File: src/hw/rtl/pffra_pkg.sv
// shared types and codes for the priority first-fit resource allocator
// no dependencies; used by pffra_first_fit and priority_first_fit_resource_allocator
package pffra_pkg;

    localparam int UNIT_PORT_W = 8;   // width of the units and free_after ports
    localparam int SLOT_PORT_W = 2;   // width of the slot and granted_slot ports
    localparam int CNT_W       = 32;  // outcome counters
    localparam int CFG_IDX_W   = 2;   // four capacity registers

    typedef enum logic
    {
        OP_ALLOC   = 1'b0,
        OP_RELEASE = 1'b1
    } opcode_t;

    typedef enum logic [2:0]
    {
        OUTCOME_ASSIGNED = 3'd0,
        OUTCOME_REJECTED = 3'd1,
        OUTCOME_BLOCKED  = 3'd2,
        OUTCOME_WAITING  = 3'd3,
        OUTCOME_RELEASED = 3'd4
    } outcome_t;

    // allocate decision handed from the first-fit unit to the top level
    typedef struct packed
    {
        outcome_t outcome;
    } decision_t;

endpackage

File: src/hw/rtl/priority_first_fit_resource_allocator.sv
// priority first-fit resource allocator, top level
// holds slot capacities, free units and outcome counters
// depends on pffra_pkg and pffra_first_fit
//
// usage
//   config port: cfg_wr_en/cfg_addr/cfg_wdata write capacity_slotN; the write also
//   reloads that slot's free units. write only while the block is idle.
//   input channel (in_valid/in_ready): one transaction is an allocate or release
//   item (opcode, units, slot). output channel (out_valid/out_ready): one result
//   transaction per item (outcome, granted_slot, free_after and the three totals).
// throughput
//   an accepted item is held in the input register, where the first-fit
//   compare and priority encode plus one add or subtract resolve it; the result
//   register takes it once it is empty or being read out. one item per cycle
//   sustained while out_ready is high.
// stall behavior
//   with out_ready low the result register holds; the input register can still
//   take one more transaction, after which in_ready drops until out_ready returns.
// reset
//   rst_n clears capacities, free units, counters and both valid flags.
module priority_first_fit_resource_allocator
#(
    parameter int NUM_SLOTS = 4,
    parameter int UNIT_BITS = 8
)
(
    input  logic                                    clk,
    input  logic                                    rst_n,

    input  logic                                    cfg_wr_en,
    input  logic [pffra_pkg::CFG_IDX_W-1:0]         cfg_addr,
    input  logic [UNIT_BITS-1:0]                    cfg_wdata,

    input  logic                                    in_valid,
    output logic                                    in_ready,
    input  logic                                    opcode,
    input  logic [pffra_pkg::UNIT_PORT_W-1:0]       units,
    input  logic [pffra_pkg::SLOT_PORT_W-1:0]       slot,

    output logic                                    out_valid,
    input  logic                                    out_ready,
    output logic [2:0]                              outcome,
    output logic [pffra_pkg::SLOT_PORT_W-1:0]       granted_slot,
    output logic [pffra_pkg::UNIT_PORT_W-1:0]       free_after,
    output logic [pffra_pkg::CNT_W-1:0]             rejected_total,
    output logic [pffra_pkg::CNT_W-1:0]             blocked_total,
    output logic [pffra_pkg::CNT_W-1:0]             waited_total
);

    localparam int IDX_W = (NUM_SLOTS > 1) ? $clog2(NUM_SLOTS) : 1;
    localparam int UP_W  = pffra_pkg::UNIT_PORT_W;
    localparam logic [3:0] NUM_SLOTS_L = 4'(NUM_SLOTS);

    // slot state
    logic [NUM_SLOTS-1:0][UNIT_BITS-1:0] cap_reg;
    logic [NUM_SLOTS-1:0][UNIT_BITS-1:0] free_reg;
    logic [NUM_SLOTS-1:0][UNIT_BITS-1:0] free_next;

    logic [pffra_pkg::CNT_W-1:0] rej_cnt_reg,  rej_cnt_next;
    logic [pffra_pkg::CNT_W-1:0] blk_cnt_reg,  blk_cnt_next;
    logic [pffra_pkg::CNT_W-1:0] wait_cnt_reg, wait_cnt_next;

    // input register
    logic                            s1_valid_reg;
    pffra_pkg::opcode_t              s1_opcode_reg;
    logic [UNIT_BITS-1:0]            s1_units_reg;
    logic [pffra_pkg::SLOT_PORT_W-1:0] s1_slot_reg;

    // result register
    logic                            out_valid_reg;
    pffra_pkg::outcome_t             out_outcome_reg,  out_outcome_next;
    logic [pffra_pkg::SLOT_PORT_W-1:0] out_slot_reg,   out_slot_next;
    logic [UP_W-1:0]                 out_free_reg,     out_free_next;

    logic s1_advance;
    logic in_fire;

    assign s1_advance = s1_valid_reg && (!out_valid_reg || out_ready);
    assign in_ready   = !s1_valid_reg || s1_advance;
    assign in_fire    = in_valid && in_ready;

    // units port masked to the internal unit width
    logic [UNIT_BITS+UP_W-1:0] units_wide;
    assign units_wide = {{UNIT_BITS{1'b0}}, units};

    // first-fit search on the held item
    pffra_pkg::decision_t decision;
    logic [IDX_W-1:0]     hit_idx;

    pffra_first_fit
    #(
        .NUM_SLOTS (NUM_SLOTS),
        .UNIT_BITS (UNIT_BITS),
        .IDX_W     (IDX_W)
    )
    u_first_fit
    (
        .units      (s1_units_reg),
        .free_units (free_reg),
        .capacity   (cap_reg),
        .decision   (decision),
        .hit_idx    (hit_idx)
    );

    // release path: slot index check and saturating add
    logic [3:0]           rel_slot_ext;
    logic                 rel_slot_ok;
    logic [IDX_W-1:0]     rel_idx;
    logic [UNIT_BITS:0]   rel_sum;
    logic [UNIT_BITS-1:0] rel_free;
    logic [UNIT_BITS-1:0] alloc_free;
    logic [3:0]           hit_ext;

    assign rel_slot_ext = {2'b00, s1_slot_reg};
    assign rel_slot_ok  = (rel_slot_ext < NUM_SLOTS_L);
    assign rel_idx      = rel_slot_ext[IDX_W-1:0];
    assign rel_sum      = {1'b0, free_reg[rel_idx]} + {1'b0, s1_units_reg};
    assign rel_free     = (rel_sum > {1'b0, cap_reg[rel_idx]}) ? cap_reg[rel_idx]
                                                               : rel_sum[UNIT_BITS-1:0];
    assign alloc_free   = free_reg[hit_idx] - s1_units_reg;
    assign hit_ext      = 4'(hit_idx);

    // capacity write decode, indexes past the last slot are dropped
    logic [3:0]       cfg_addr_ext;
    logic             cfg_hit;
    logic [IDX_W-1:0] cfg_idx;

    assign cfg_addr_ext = {2'b00, cfg_addr};
    assign cfg_hit      = cfg_wr_en && (cfg_addr_ext < NUM_SLOTS_L);
    assign cfg_idx      = cfg_addr_ext[IDX_W-1:0];

    logic [UNIT_BITS+UP_W-1:0] fa_wide;
    logic [UNIT_BITS-1:0]      fa_value;
    assign fa_wide = {{UP_W{1'b0}}, fa_value};

    always_comb
    begin
        free_next        = free_reg;
        rej_cnt_next     = rej_cnt_reg;
        blk_cnt_next     = blk_cnt_reg;
        wait_cnt_next    = wait_cnt_reg;
        out_outcome_next = decision.outcome;
        out_slot_next    = '0;
        fa_value         = '0;

        if (s1_opcode_reg == pffra_pkg::OP_RELEASE)
        begin
            out_outcome_next = pffra_pkg::OUTCOME_RELEASED;
            out_slot_next    = s1_slot_reg;
            if (rel_slot_ok)
            begin
                fa_value = rel_free;
                if (s1_advance)
                begin
                    free_next[rel_idx] = rel_free;
                end
            end
        end
        else
        begin
            unique case (decision.outcome)
                pffra_pkg::OUTCOME_ASSIGNED:
                begin
                    out_slot_next = hit_ext[pffra_pkg::SLOT_PORT_W-1:0];
                    fa_value      = alloc_free;
                    if (s1_advance)
                    begin
                        free_next[hit_idx] = alloc_free;
                    end
                end
                pffra_pkg::OUTCOME_REJECTED:
                begin
                    if (s1_advance)
                    begin
                        rej_cnt_next = rej_cnt_reg + 1'b1;
                    end
                end
                pffra_pkg::OUTCOME_BLOCKED:
                begin
                    if (s1_advance)
                    begin
                        blk_cnt_next = blk_cnt_reg + 1'b1;
                    end
                end
                pffra_pkg::OUTCOME_WAITING:
                begin
                    if (s1_advance)
                    begin
                        wait_cnt_next = wait_cnt_reg + 1'b1;
                    end
                end
                default:
                begin
                    out_slot_next = '0;
                end
            endcase
        end

        out_free_next = fa_wide[UP_W-1:0];

        // capacity write reloads the slot's free units
        if (cfg_hit)
        begin
            free_next[cfg_idx] = cfg_wdata;
        end
    end

    // slot state and counters
    always_ff @(posedge clk or negedge rst_n)
    begin
        if (!rst_n)
        begin
            cap_reg      <= '0;
            free_reg     <= '0;
            rej_cnt_reg  <= '0;
            blk_cnt_reg  <= '0;
            wait_cnt_reg <= '0;
        end
        else
        begin
            free_reg     <= free_next;
            rej_cnt_reg  <= rej_cnt_next;
            blk_cnt_reg  <= blk_cnt_next;
            wait_cnt_reg <= wait_cnt_next;
            if (cfg_hit)
            begin
                cap_reg[cfg_idx] <= cfg_wdata;
            end
        end
    end

    // input register
    always_ff @(posedge clk or negedge rst_n)
    begin
        if (!rst_n)
        begin
            s1_valid_reg <= 1'b0;
        end
        else if (in_ready)
        begin
            s1_valid_reg <= in_valid;
        end
    end

    always_ff @(posedge clk)
    begin
        if (in_fire)
        begin
            s1_opcode_reg <= pffra_pkg::opcode_t'(opcode);
            s1_units_reg  <= units_wide[UNIT_BITS-1:0];
            s1_slot_reg   <= slot;
        end
    end

    // result register
    always_ff @(posedge clk or negedge rst_n)
    begin
        if (!rst_n)
        begin
            out_valid_reg <= 1'b0;
        end
        else if (!out_valid_reg || out_ready)
        begin
            out_valid_reg <= s1_valid_reg;
        end
    end

    always_ff @(posedge clk)
    begin
        if (s1_advance)
        begin
            out_outcome_reg <= out_outcome_next;
            out_slot_reg    <= out_slot_next;
            out_free_reg    <= out_free_next;
        end
    end

    // counters only move when a result enters the result register, so they
    // stay aligned with the held result
    assign out_valid      = out_valid_reg;
    assign outcome        = out_outcome_reg;
    assign granted_slot   = out_slot_reg;
    assign free_after     = out_free_reg;
    assign rejected_total = rej_cnt_reg;
    assign blocked_total  = blk_cnt_reg;
    assign waited_total   = wait_cnt_reg;

endmodule

File: src/hw/rtl/pffra_first_fit.sv
// first-fit search and unplaced-request classification for one allocate
// depends on pffra_pkg
module pffra_first_fit
#(
    parameter int NUM_SLOTS = 4,
    parameter int UNIT_BITS = 8,
    parameter int IDX_W     = 2
)
(
    input  logic [UNIT_BITS-1:0]                 units,
    input  logic [NUM_SLOTS-1:0][UNIT_BITS-1:0]  free_units,
    input  logic [NUM_SLOTS-1:0][UNIT_BITS-1:0]  capacity,
    output pffra_pkg::decision_t                 decision,
    output logic [IDX_W-1:0]                     hit_idx
);

    logic [NUM_SLOTS-1:0] fits;
    logic [NUM_SLOTS-1:0] too_small;
    logic [NUM_SLOTS-1:0] idle;

    always_comb
    begin
        for (int i = 0; i < NUM_SLOTS; i++)
        begin
            fits[i]      = (units <= free_units[i]);
            too_small[i] = (units > capacity[i]);
            idle[i]      = (capacity[i] == free_units[i]);
        end
    end

    // lowest index wins: scan from the top down
    always_comb
    begin
        hit_idx = '0;
        for (int i = NUM_SLOTS - 1; i >= 0; i--)
        begin
            if (fits[i])
            begin
                hit_idx = IDX_W'(i);
            end
        end
    end

    always_comb
    begin
        priority if (|fits)
        begin
            decision.outcome = pffra_pkg::OUTCOME_ASSIGNED;
        end
        else if (&too_small)
        begin
            decision.outcome = pffra_pkg::OUTCOME_REJECTED;
        end
        else if (!(|idle))
        begin
            decision.outcome = pffra_pkg::OUTCOME_BLOCKED;
        end
        else
        begin
            decision.outcome = pffra_pkg::OUTCOME_WAITING;
        end
    end

endmodule

File: config.mk
export PLATFORM = sky130hd
export DESIGN_NAME = priority_first_fit_resource_allocator
export DESIGN_NICKNAME = d
export VERILOG_FILES = /design/src/hw/rtl/pffra_pkg.sv /design/src/hw/rtl/priority_first_fit_resource_allocator.sv /design/src/hw/rtl/pffra_first_fit.sv
export SDC_FILE = /design/constraint.sdc
export NUM_CORES = 1
export LEC_CHECK = 0
export BUFFER_PORTS_ARGS = -buffer_cell sky130_fd_sc_hd__buf_2
export CORE_MARGIN = 8
export CORE_UTILIZATION = 54
export DETAILED_ROUTE_END_ITERATION = 8
export PLACE_DENSITY = 0.79
export SLEW_MARGIN = 10
export SYNTH_ARGS = -nofsm -noshare
export SYNTH_HDL_FRONTEND = slang
export SYNTH_SLANG_ARGS = --single-unit
File: constraint.sdc
create_clock -name clk -period 4.7 [get_ports clk]
set_input_delay 0.235 -clock clk [delete_from_list [all_inputs] [get_ports clk]]
set_output_delay 0.235 -clock clk [all_outputs]
set_load 0.02 [all_outputs]
After elaboration in Yosys (flattened, before gate mapping):

Cells that the tools add are included.

* register bits: 186
* output and inout bits: 111
* word-level logic and storage cells: 101

* add/subtract/negate cells: 5
* $lt $le $gt $ge: 17
* equality and inequality tests: 7
* multiplexer cells: 35
* bitwise operators: 1
* reductions and logical operators: 17

Operator list (count)
* 32-bit two-way mux: 6
* 32-bit bitwise mux: 4
* 32-bit by 1-bit adder with 32-bit output (second input constant): 3
* 8-bit two-way mux: 10
* 8-bit binary-select mux with 2-bit select: 3
* 8-bit demux with 2-bit select: 3
* 8-bit == test: 4
* 8-bit > comparator: 4
* 8-bit less-or-equal comparator: 4
* 2-bit by 3-bit less-than comparator with 1-bit output (second input constant): 5
* 2-bit two-way mux: 6
* 8-bit by 8-bit adder with 9-bit output: 1
* 9-bit by 8-bit > comparator with 1-bit output: 1
* 3-bit AND reduction: 3
* 4-bit OR reduction: 2
* 8-bit subtractor: 1
* 3-bit by 2-bit == test with 1-bit output (second input constant): 2
* 2-bit by 1-bit greater-or-equal comparator with 1-bit output (second input constant): 3
* 1-bit logical AND: 6
* 3-bit two-way mux: 2
* 4-bit AND reduction: 1
* 3-bit by 1-bit == test with 1-bit output (second input constant): 1
* 3-bit zero test: 1
* 1-bit zero test: 2
* 3 further kinds: 4

Depth between registers and ports, before layout:

* word-level depth: 15
* mapped depth: 21
* mapped depth without buffers: 20

Modules after synthesis:

Synthesis repeated with hierarchy kept, for this count alone.

* cell total of the unflattened synthesis: 1151
* area total of the unflattened synthesis: 11617.4 µm²

Modules (own cells, without submodules)
* priority_first_fit_resource_allocator: times used 1, cells an instance 892, area an instance 9619.2 µm², sequential area each 4774.6 µm²
* pffra_first_fit: times used 1, cells an instance 259, area an instance 1998.2 µm², sequential area each 0.0 µm²

Least setup slack after synthesis:

No wires, ideal clock.

* path kind: flip-flop to flip-flop
* start: register s1_slot_reg, in the netlist rel_idx[1]
* end: register out_free_reg[5], in the netlist free_after[5], data pin
* data arrival time: 4.232 ns
* data required time: 4.431 ns
* path slack: 0.199 ns
* cell stages (with the launch flop): 21
* path buffers: 3
* cell sequence: edfxtp_1 clkbuf_1 clkbuf_1 clkbuf_1 mux4_2 ha_1 inv_1 fa_1 nor2b_1 o31a_1 o21a_1 nor2_1 xnor2_1 ha_1 nand4_1 or2_2 o211ai_1 nand3_1 mux2_2 nand2_1 o21ai_0

* longest elaborated chain between the ends: 7
* elaborated cells on any way between the ends: 10

Ends and longest elaborated chain
* from (decl): line priority_first_fit_resource_allocator.sv:67 `logic [pffra_pkg::SLOT_PORT_W-1:0] s1_slot_reg;`
* from (signal assigned): line priority_first_fit_resource_allocator.sv:251 `s1_slot_reg <= slot;`
* 8-bit binary-select mux with 2-bit select: line priority_first_fit_resource_allocator.sv:117 `assign rel_sum = {1'b0, free_reg[rel_idx]} + {1'b0, s1_units_reg};`
* 8-bit two-way mux (implied by the code): line priority_first_fit_resource_allocator.sv:117
* 8-bit by 8-bit adder with 9-bit output: line priority_first_fit_resource_allocator.sv:117
* 9-bit by 8-bit > comparator with 1-bit output: line priority_first_fit_resource_allocator.sv:118 `assign rel_free = (rel_sum > {1'b0, cap_reg[rel_idx]}) ? cap_reg[rel_idx]`
* 8-bit two-way mux: line priority_first_fit_resource_allocator.sv:118
* 8-bit two-way mux *: line priority_first_fit_resource_allocator.sv:150 `if (rel_slot_ok)`
* 8-bit two-way mux *: line priority_first_fit_resource_allocator.sv:146 `if (s1_opcode_reg == pffra_pkg::OP_RELEASE)`
* via fa_value[5]: line priority_first_fit_resource_allocator.sv:133 `logic [UNIT_BITS-1:0] fa_value;`
* to (signal assigned): line priority_first_fit_resource_allocator.sv:274 `out_free_reg <= out_free_next;`
* to (decl): line priority_first_fit_resource_allocator.sv:73 `logic [UP_W-1:0] out_free_reg, out_free_next;`

Mark *: on every way through the listed nets, which the timed path passes. The rest lies on a longest branch. The select of a mux whose other input is x is not followed.
A chain may end at the register's enable or synchronous reset.

==> results.yml <==
timing:
  slew_viol_final: 0
  fin_skew_ns: 0.0166
  fin_crit_sh_pct: 94.4
  slew_headroom_pct: 25.8
  setup_viol: 0
  rsz0062_at_grt: "no"
  report.final.hold_viol_count: 0
  timing.fmax_ghz: 0.225
  tightest_slew_ns: 1.11
  fin_crit_ns: 4.44
  setup_tns_ns: 0
power:
  p_int_mw: 4.37
  seq_power_share_pct: 29.0
  total_power_mw: 7.89
  pwr-share-comb_pct: 51.9
  power_density_nw_per_um2: 568
  p_clk_share_pct: 19.1
  p_sw_share_pct: 44.6
  ir_drop_v: 0.000307
  p_leak_nw: 6.67
  p_sw_mw: 3.52
synthesis:
  synth-compound-area-share_pct: 11.8
  synthArstFlopShare_pct: 87.1
  post_synth_and_or_nand_nor_area_fraction_pct: 18.6
  synth_edf_count: 24
  syn-num-nets: 1315
  netlist_area_um2: 11800
  synthFlopType: "dfrtp_1"
  yosys.cell_count.top_type: "dfrtp_1"
  synthTopCellsByArea: "dfrtp_1 (34%), ha_1 (9.6%), xnor2_1 (6.4%)"
  synth_xor_area_share_pct: 10.2
  avgSynthCellArea_um2: 9.87
  synth.distinct_cells: 71
  ys_ff_latch: 186
  synth_top_area_cell: "dfrtp_1"
  muxShareOfSynthArea_pct: 4.66
  synth_top_area_share_pct: 34.3
  seq_area_frac_synth_pct: 40.5
  synth_top_family_by_area: "simple AND/OR/NAND/NOR gates"
  syn_inst: 1196
  yosysWarningCount: 0
  synth_fa_ha_area_share_pct: 9.99
  synth.cells.most_frequent: "dfrtp_1 (162), nand2_1 (108), inv_1 (95)"
grt:
  grt_busiest_layer: "met2"
  overflow: 0
  grt_usage_pct: 27.9
  gr-usage-met1_pct: 36.5
  met2_usage_pct: 42.9
  grt_pass1_vias: 10373
  grt_max_degree: 83
  antenna_found_initial: 1
  grt_first_pass_wirelength_um: 58000
  use_met3_pct: 8.82
min_path:
  hp-start: "units[0]"
  hold_path_end: "s1_units_reg[0]$_DFFE_PP_"
  min_path_type: "input port to flop"
  whs_path_depth: 1
cells_and_area:
  fin_util_pct: 64.3
  layout.cells.non_filler: 1678
  drive_gt1_share_pct: 20.1
  n_antenna_cell: 0
  fill_cells: 1725
  nNetsFinal: 1504
  syn_to_final_growth_pct: 17.7
placed_design:
  io_buffers: 136
  dp.cells: 1618
  post-dp-hpwl_um: 28400
  gp_congestion: 1.03
setup_path:
  r2r-start: "s1_units_reg[3]$_DFFE_PP_"
  ff2ff_path_depth: 17
  crit_fanout: 7
  reg2reg_to: "free_reg[7]$_DFF_PN0_"
  start_kind: "flop"
  ff2ff_setup_slack_ns: 0.26
  cp-end-kind: "flop"
  required_ns: 5.02
  arrival_ns: 4.76
  crit_type: "flop to flop"
clock_network:
  clk_path_buf_depth: 2
  cts_tree: "yes"
  cts_root_buf: "clkbuf_16"
  clk_pin_slew_worst_paths_ns: 0.08
  htreeDepth: 4
  cts_sinks: 186
  numCtsBuffers: 17
  clk_latency_ns: 0.45
route:
  dr.pass1.iters: 7
  drc_errors: 0
  drtIter0Drc: 1028
  vias_per_cell: 6.20
  wl_per_cell_um: 22.3
  drt_wl_total_um: 37400
  num_vias: 10399
  ant_nets: 0
floorplanning:
  die_h_um: 164
  start_util_pct: 54.6
  core-area_um2: 21600
  die_w_um: 164
  std_cell_rows: 54
  io_pins: 137
  die-area_um2: 26800
run:
  maxCapViolations: 0
status:
  outcome: "complete, no violations"
-- cell families after synthesis --
| family | Yosys count |
|---|---|
| flip-flops | 186 |
| buffers and inverters | 131 |
| adder cells (fa/ha/maj) | 93 |
| AO/OA/AOI/OAI | 208 |
| XOR/XNOR | 137 |
| AND/OR/NAND/NOR | 407 |
| multiplexers | 34 |
-- worst max-delay path: stages (launching register included) --
cell and delay [ns]:
edfxtp_1 0.56, buf_4 0.21, ha_1 0.30, nand2_1 0.06, o21a_1 0.21, o21a_1 0.26
nor2_2 0.19, mux2_2 0.35, a222oi_1 0.38, ha_1 0.24, nor2b_1 0.07, o2111ai_2 0.20
nand4_1 0.14, o211ai_1 0.16, xnor2_1 0.15, or4b_2 0.62, o211ai_1 0.11, o21ai_0 0.10
-- stage by stage --
step | hold WS, ns | setup slack [ns] | instance area, µm²
floorplan | -0.0606 | 0.199 | 11800
global placement | 0.323 | 0.288 | 13000
detailed placement | 0.316 | 0.194 | 13000
CTS | 0.0123 | 0.180 | 13700
global route | 0.0149 | 0.0168 | 13900
finish | 0.0186 | 0.261 | 13900
-- power groups by stage --
stage / sequential (mW) / clock (mW) / combinational, mW
2_1_floorplan: 2.21 / 0 / 2.62
3_3_place_gp: 2.29 / 0 / 3.91
3_5_place_dp: 2.29 / 0 / 3.94
4_1_cts: 2.26 / 1.52 / 3.98
5_1_grt: 2.30 / 1.57 / 4.47
6_report: 2.29 / 1.51 / 4.10
-- area by class of cell --
class | count | area [µm²] | share of cell area, %
timing repair buffer | 206 | 1250 | 9.01
tap | 280 | 350 | 2.52
clock inverter | 15 | 203 | 1.46
inverter | 95 | 360 | 2.59
sequential | 186 | 4770 | 34.4
multi-input combinational | 879 | 6530 | 47.0
clock buffer | 17 | 425 | 3.06
-- how the worst max path moves through the flow --
stage | from | endpoint | depth (start not counted)
floorplan | rel_idx[1]$_DFFE_PP_ | free_after[5]$_DFFE_PP_ | 20
global placement | s1_units_reg[5]$_DFFE_PP_ | free_reg[6]$_DFF_PN0_ | 19
detailed placement | s1_units_reg[0]$_DFFE_PP_ | free_reg[7]$_DFF_PN0_ | 18
CTS | s1_units_reg[0]$_DFFE_PP_ | free_reg[7]$_DFF_PN0_ | 18
global route | rel_idx[0]$_DFFE_PP_ | free_reg[0]$_DFF_PN0_ | 19
finish | s1_units_reg[3]$_DFFE_PP_ | free_reg[7]$_DFF_PN0_ | 17
-- placed cells by master, fill, tap and decap left out, types with 8 or more instances in the layout --
master / netlist / final
and4_1: 10 / 10
nand2b_1: 9 / 9
xor2_1: 51 / 51
and2_1: 10 / 10
edfxtp_1: 24 / 24
mux4_2: 16 / 16
xnor2_1: 86 / 85
buf_2: 3 / 135
nor3_1: 26 / 26
dlygate4sd3_1: 0 / 11
dfrtp_1: 162 / 162
o21a_1: 11 / 11
o21ai_0: 68 / 67
and3_1: 17 / 17
buf_4: 0 / 58
mux2i_1: 10 / 10
nor2b_1: 12 / 12
o221ai_1: 20 / 20
inv_1: 95 / 94
nor2_1: 59 / 59
mux2_2: 8 / 8
o211ai_1: 12 / 12
ha_1: 91 / 91
a21oi_1: 39 / 39
nor4_1: 19 / 19
nand2_1: 108 / 108
nand3_1: 45 / 45
clkbuf_16: 0 / 17
a21o_1: 9 / 9
nand4_1: 55 / 55
-- what timing repair did --
item,4_1_cts,5_1_grt
buffers inserted,0,17
endpoints found under the setup margin,0,11
gates resized for setup,0,4
hold endpoints to repair,90,0
hold buffers,11,0
-- routing by layer --
| layer | up-vias | routed length, µm |
|---|---|---|
| met2 | 548 | 16900 |
| met4 | 2 | 1170 |
| met5 | - | 13 |
| met3 | 81 | 4040 |
| met1 | 5061 | 15300 |
| li1 | 4707 | - |
(Power assumes the default switching activity.)
